### config.mk
export PLATFORM = sky130hd
export DESIGN_NAME = brb_ctrl
export DESIGN_NICKNAME = d
export VERILOG_FILES = /design/src/hdl/brb_pkg.sv /design/src/hdl/brb_ctrl.sv
export VERILOG_INCLUDE_DIRS = /design/src /design/src/hdl
export SDC_FILE = /design/constraint.sdc
export NUM_CORES = 1
export LEC_CHECK = 0
export ABC_AREA = 1
export BUFFER_PORTS_ARGS = -buffer_cell sky130_fd_sc_hd__buf_2
export CAP_MARGIN = 20
export CORE_AREA = 10 10 47 49
export DETAILED_ROUTE_END_ITERATION = 8
export DIE_AREA = 0 0 57 59
export PLACE_DENSITY = 0.55
export SLEW_MARGIN = 20
export SYNTH_ARGS = -nofsm -noshare
export SYNTH_HDL_FRONTEND = slang
export SYNTH_SLANG_ARGS = --single-unit
### constraint.sdc
create_clock -name clk_i -period 1.06 [get_ports clk_i]
set_clock_uncertainty 0.1 [all_clocks]
set_input_delay 0.212 -clock clk_i [delete_from_list [all_inputs] [get_ports clk_i]]
set_output_delay 0.212 -clock clk_i [all_outputs]
set_load 0.1 [all_outputs]
### src/hdl/byte_ring_buffer_defines.svh
// ----------------------------------------------------------------------------
// byte_ring_buffer_defines
// Assertion macros shared by the byte ring buffer modules.
// ----------------------------------------------------------------------------
`ifndef BYTE_RING_BUFFER_DEFINES_SVH
`define BYTE_RING_BUFFER_DEFINES_SVH

`ifndef ASSERT_OFF

// same-cycle implication
`define BRB_ASSERT_IMPL(label, clk, rst_n, ante, cons) \
  label: assert property (@(posedge clk) disable iff (!rst_n) (ante) |-> (cons)) \
    else $error("byte ring buffer assertion failed");

// next-cycle implication
`define BRB_ASSERT_NEXT(label, clk, rst_n, ante, cons) \
  label: assert property (@(posedge clk) disable iff (!rst_n) (ante) |=> (cons)) \
    else $error("byte ring buffer assertion failed");

`else

`define BRB_ASSERT_IMPL(label, clk, rst_n, ante, cons)
`define BRB_ASSERT_NEXT(label, clk, rst_n, ante, cons)

`endif

`endif

### src/hdl/brb_pkg.sv
// ----------------------------------------------------------------------------
// brb_pkg
// Shared widths, command codes and controller/datapath types.
// ----------------------------------------------------------------------------
`default_nettype none

package brb_pkg;

  localparam int unsigned DEPTH_DEF     = 1024;
  localparam int unsigned MAX_BURST_DEF = 64;

  localparam int unsigned CMD_W     = 2;
  localparam int unsigned BYTE_W    = 8;
  localparam int unsigned COUNT_W   = 7;
  localparam int unsigned CNT_OUT_W = 10;

  typedef enum logic [CMD_W-1:0] {
    CMD_WRITE   = 2'd0,
    CMD_DEQUEUE = 2'd1,
    CMD_PEEK    = 2'd2,
    CMD_CLEAR   = 2'd3
  } cmd_e;

  typedef struct packed {
    logic accept;
    logic fetch;
    logic load_byte;
    logic load_resp;
  } ctl_t;

  typedef struct packed {
    logic n_zero;
    logic last_byte;
    logic out_free;
  } sts_t;

endpackage

`default_nettype wire

### src/hdl/brb_ctrl.sv
// ----------------------------------------------------------------------------
// brb_ctrl
// Sequencer: accepts a command, steps byte reads, hands results to output.
// ----------------------------------------------------------------------------
`default_nettype none
`include "byte_ring_buffer_defines.svh"

module brb_ctrl (
  input  wire logic                      clk_i,
  input  wire logic                      rst_ni,
  input  wire logic                      in_valid_i,
  input  wire logic [brb_pkg::CMD_W-1:0] cmd_i,
  output logic                           in_ready_o,
  input  wire brb_pkg::sts_t             sts_i,
  output brb_pkg::ctl_t                  ctl_o
);

  typedef enum logic [3:0] {
    S_IDLE  = 4'b0001,
    S_FETCH = 4'b0010,
    S_LOAD  = 4'b0100,
    S_RESP  = 4'b1000
  } state_e;

  state_e state_q, state_d;
  logic   is_read;

  assign in_ready_o = (state_q == S_IDLE);
  assign is_read    = (cmd_i == brb_pkg::CMD_DEQUEUE) || (cmd_i == brb_pkg::CMD_PEEK);

  always_comb begin
    state_d = state_q;
    ctl_o   = '0;
    case (state_q)
      S_IDLE: begin
        if (in_valid_i) begin
          ctl_o.accept = 1'b1;
          state_d      = (is_read && !sts_i.n_zero) ? S_FETCH : S_RESP;
        end
      end
      S_FETCH: begin
        ctl_o.fetch = 1'b1;
        state_d     = S_LOAD;
      end
      S_LOAD: begin
        if (sts_i.out_free) begin
          ctl_o.load_byte = 1'b1;
          state_d         = sts_i.last_byte ? S_IDLE : S_FETCH;
        end
      end
      S_RESP: begin
        if (sts_i.out_free) begin
          ctl_o.load_resp = 1'b1;
          state_d         = S_IDLE;
        end
      end
      default: begin
        state_d = S_IDLE;
      end
    endcase
  end

  always_ff @(posedge clk_i or negedge rst_ni) begin
    if (!rst_ni) begin
      state_q <= S_IDLE;
    end else begin
      state_q <= state_d;
    end
  end

  `BRB_ASSERT_NEXT(a_fetch_then_load, clk_i, rst_ni, state_q == S_FETCH, state_q == S_LOAD)
  `BRB_ASSERT_NEXT(a_last_byte_ends, clk_i, rst_ni, ctl_o.load_byte && sts_i.last_byte, state_q == S_IDLE)
  `BRB_ASSERT_IMPL(a_accept_in_idle, clk_i, rst_ni, ctl_o.accept, state_q == S_IDLE)

endmodule

`default_nettype wire

# Word-level counts from Yosys, hierarchy flattened

Cells that the tools add are included.

Word-level logic and storage cells: 26
Latch bits: 0
Flip-flop bits (word level): 4
Memory bits (read-only): 0
Memories kept: 0
Output and inout port bits: 5
RAM bits: 0

Multiply operators: 0
Equality and inequality tests: 9
Div/mod/pow operators: 0
Bitwise gates (word level): 0
Order comparisons: 0
Add/subtract/negate cells: 0
Reductions and logical operators: 4
Mux-type cells: 12
Shift operators: 0

Operators with widths:

| kind                                                                  | number |
|---|---|
| 4-bit two-way mux                                                     | 4 |
| 4-bit one-hot mux with 4 select lines                                 | 1 |
| 1-bit two-way mux                                                     | 6 |
| 2-bit inequality test, second input constant                          | 3 |
| 4-bit by 1-bit equality test with 1-bit output, second input constant | 1 |
| 4-bit by 2-bit equality test with 1-bit output, second input constant | 1 |
| 4-bit by 3-bit equality test with 1-bit output, second input constant | 1 |
| 4-bit equality test, second input constant                            | 1 |
| 3-bit AND reduction                                                   | 1 |
| 2-bit by 1-bit equality test with 1-bit output, second input constant | 1 |
| 2-bit equality test, second input constant                            | 1 |
| 2-bit two-way mux                                                     | 1 |
| 1-bit logical AND                                                     | 1 |
| 1-bit zero test                                                       | 1 |
| 1-bit logical OR                                                      | 1 |

# Logic depth before layout (Yosys ltp)

Word-level depth: 6
Depth in mapped cells: 7
Gate-level depth less buffers: 7

# Least setup slack after synthesis

Ideal clock, no wire load.

Path kind: reg2out
From: reg state_q[0]
To: out ctl_o[1] (netlist name)
Cell stages (with the launch flop): 4
Arrival: 1886 ps
Buffers on the path: 0
Setup slack: -1138 ps
Required time: 748 ps
Cells stage by stage: dfstp_2 > nor2_2 > nand2_1 > nor2_1

RTL lines:

| item                     | line           | text |
|---|---|---|
| start: declaration       | brb_ctrl.sv:25 | `state_e state_q, state_d;` |
| start signal: assignment | brb_ctrl.sv:67 | `state_q <= state_d;` |
| end: declaration         | brb_ctrl.sv:15 | `output brb_pkg::ctl_t ctl_o` |

==> out/qor_table.md <==
| Metric | Reported |
|:---|:---|
| Outcome | finished with violations |
| Violations in the final reports | setup timing |
| First-pass GRT wire length | 1720 µm |
| Final Hold Fails | 0 |
| Ranking of synthesized cells by area | sky130_fd_sc_hd__dfrtp_1, sky130_fd_sc_hd__nand2_1, sky130_fd_sc_hd__nor2_1, sky130_fd_sc_hd__dfstp_2, sky130_fd_sc_hd__inv_1 |
| RSZ-0062 raised after global routing | true |
| Die extent in y | 59 µm |
| Detailed Route WL | 1000 µm |
| Sum of buffers and inverters on the critical path | 1 |
| Cells after synthesis | 45 |
| Fmax | 637 MHz |
| Data required time of the critical path | 0.75 ns |
| Die area | 3360 µm² |
| Element type at the critical path start | flip-flop |
| Number of violations of the max-capacitance limit | 0 |
| Half-perimeter wire length after placement | 681 µm |
| Std cell rows | 14 |
| Number of iterations in the first detailed-routing pass | 1 |
| Share of synthesized area occupied by flip-flops and latches | 0.360 |
| Worst min-delay path class | input port to flip-flop |
| Nets | 86 |
| Post-route core utilization | 0.505 |
| Number of buffers inserted by port buffering | 12 |
| Total grt overflow | 0 |
| Number of buffers inserted during clock tree synthesis | 3 |
| Area growth from synthesis to layout | 152% |
| Crit-path slowest cell | sky130_fd_sc_hd__dfstp_2 |
| Largest fanout of any net on the critical path | 3 |
| DRC marker count from the first detailed-route iteration | 0 |
| Max-slew violation count | 0 |
| Setup Crit Path Kind | flip-flop to output port |
| Effective utilization at floorplan | 0.201 |
| Largest net degree at the start of global routing | 5 |
| Via count of the first global-routing pass | 430 |
| Combined area of the multi-input logic cells | 256 µm² |
| Detail-routed via count per cell | 3.99 |
| TritonCTS clock tree | built |
| Routability-driven placement congestion ratio | 0.765 |
| Overall die width | 57 µm |
| Rel. slew slack | 0.767 |
| Biggest registers after layout | state_q x4 |
| #FFs+latches synth | 4 |
| Syn Std Cell Area | 282 µm² |
| Setup Total Neg Slack | -3.36 ns |
| Arrival time of the worst setup path | 1.26 ns |
| Antenna violations before repair | 0 |
| Final worst setup slack | -0.509 ns |
| DRC violation count after routing | 0 |
| Fraction of layout instances using a drive strength above 1 | 0.727 |
| Count of pins on the block boundary | 13 |
| Post-route standard cell area excluding fillers | 708 µm² |
| Core area | 1400 µm² |
| Total number of clock tree sinks | 4 |
| Min cycle time layout | 1.57 ns |
| Total Power | 2.25 mW |
| Area share of the largest cell type after synthesis | 0.267 |
| Buffer type at the clock tree root | sky130_fd_sc_hd__clkbuf_4 |
| Unique cell type count in the Yosys netlist | 10 |
| Max incr delay on CP | 0.58 ns |
| Total Routing Usage GR | 0.0670 |
| Leading cell type in the layout, fill and taps excluded | sky130_fd_sc_hd__buf_4 |
| Power per standard cell area | 3170 nW/µm² |
| Fill count | 142 |
| Register Area | 103 µm² |
| Commonest cells after routing, fill and taps aside | sky130_fd_sc_hd__buf_4, sky130_fd_sc_hd__nor2_4, sky130_fd_sc_hd__nand2_1, sky130_fd_sc_hd__buf_2 |
| Number of antenna-violating nets in the routed design | 0 |
| CTS H-Tree Depth | 1 |
| Worst vdd ir | 0.00253 V |
| Final cell count without fillers | 93 |
| Vias after detailed routing | 371 |
| Clock transition time at the flip-flop clock pins of the worst setup and hold paths | 0.04 ns |
| Library cell occupying the most area in the post-synthesis netlist | sky130_fd_sc_hd__dfrtp_1 |
| Max Buffers Root-to-Sink | 2 |
| Tcrit/Tclk final | 1.48 |
| Largest Register | state_q |
| Leakage | 0.330 nW |
| Cells traversed along the worst timing path | nand3_4 > nor2_4 > buf_12 |
| Clock Latency Late Sink | 0.25 ns |
| Actual transition at the worst max-transition pin | 0.349 ns |
| Cell area after placement | 534 µm² |
| Mean instance size in the synthesized netlist | 6.26 µm² |
| Yosys warns | 0 |
| Antenna Diode Count | 0 |
| Delay-heaviest family, CP | flip-flops |
| Number of nets in the synthesized netlist | 53 |
| Average wire per standard cell | 10.8 µm |
| # setup viols final | 9 |
| Setup crit end kind | output port |
| Number of flip-flops in the largest register | 4 |
| Cell Count Post-Placement | 81 |
what timing repair did:
action | 4_1_cts | 5_1_grt
buffers inserted | 4 | 3
hold buffers | 1 | 0
endpoints found under the hold margin | 4 | 0
pin swaps | 6 | 4
resized for setup | 15 | 7
endpoints found under the setup margin | 9 | 9
path summary, 6_finish.rpt:
check                           cells past startpoint    endpoint        from  slack [ns]
worst max-delay path                                3    ctl_o[3]  state_q[0]       -0.51
worst min-delay path                                4  state_q[0]  in_valid_i        0.18
worst max register to register                      7  state_q[0]  state_q[0]       -0.34
worst min register to register                      5  state_q[3]  state_q[0]        0.70
max in group asynchronous                           2  state_q[0]      rst_ni        0.45
min in group asynchronous                           2  state_q[3]      rst_ni        0.20
cell families (layout without fill, tap and decap cells):
group	Yosys count	in the layout	synth area share
buf+inv	7	39	0.0934
flops	4	4	0.360
simple gates	33	33	0.529
compound gates	1	1	0.0178
synth_stat cells (all sizes together):
master / number
nor2: 14
nand2: 12
inv: 7
nand3: 6
dfrtp: 3
a21oi: 1
dfstp: 1
or2: 1
layer usage:
layer / vias up / part of all wire / global-route usage
li1: 200 / - / -
met3: 4 / 0.072 / 0.0365
met2: 10 / 0.53 / 0.110
met1: 157 / 0.37 / 0.0582
met4: 0 / 0.031 / 0.0604
met5: - / 0 / 0
cell type report:
type | count | area share
Multi-Input combinational cell | 34 | 0.362
Sequential cell | 4 | 0.145
Tap cell | 16 | 0.0283
Clock buffer | 4 | 0.0371
Inverter | 7 | 0.0477
Timing Repair Buffer | 28 | 0.380
stage by stage:
stage | setup slack, ns | hold WS (ns)
detailed placement | -0.280 | -0.0825
global placement | -0.281 | -0.0838
finish | -0.509 | 0.184
CTS | -0.520 | 0.163
floorplan | -0.458 | -0.184
global route | -0.554 | 0.203
worst reg2reg max path: cells and delay by family (launching register included):
kind / cells / cell delay (ns)
flops: 1 / 0.58
simple gates: 5 / 0.36
buf+inv: 2 / 0.29
power by group:
part	internal (mW)	switching (mW)
Combinational	0.744	0.972
Clock	0.142	0.0757
Sequential	0.229	0.0834
Total	1.11	1.13
No activity file was read; power rests on OpenSTA's default activity.
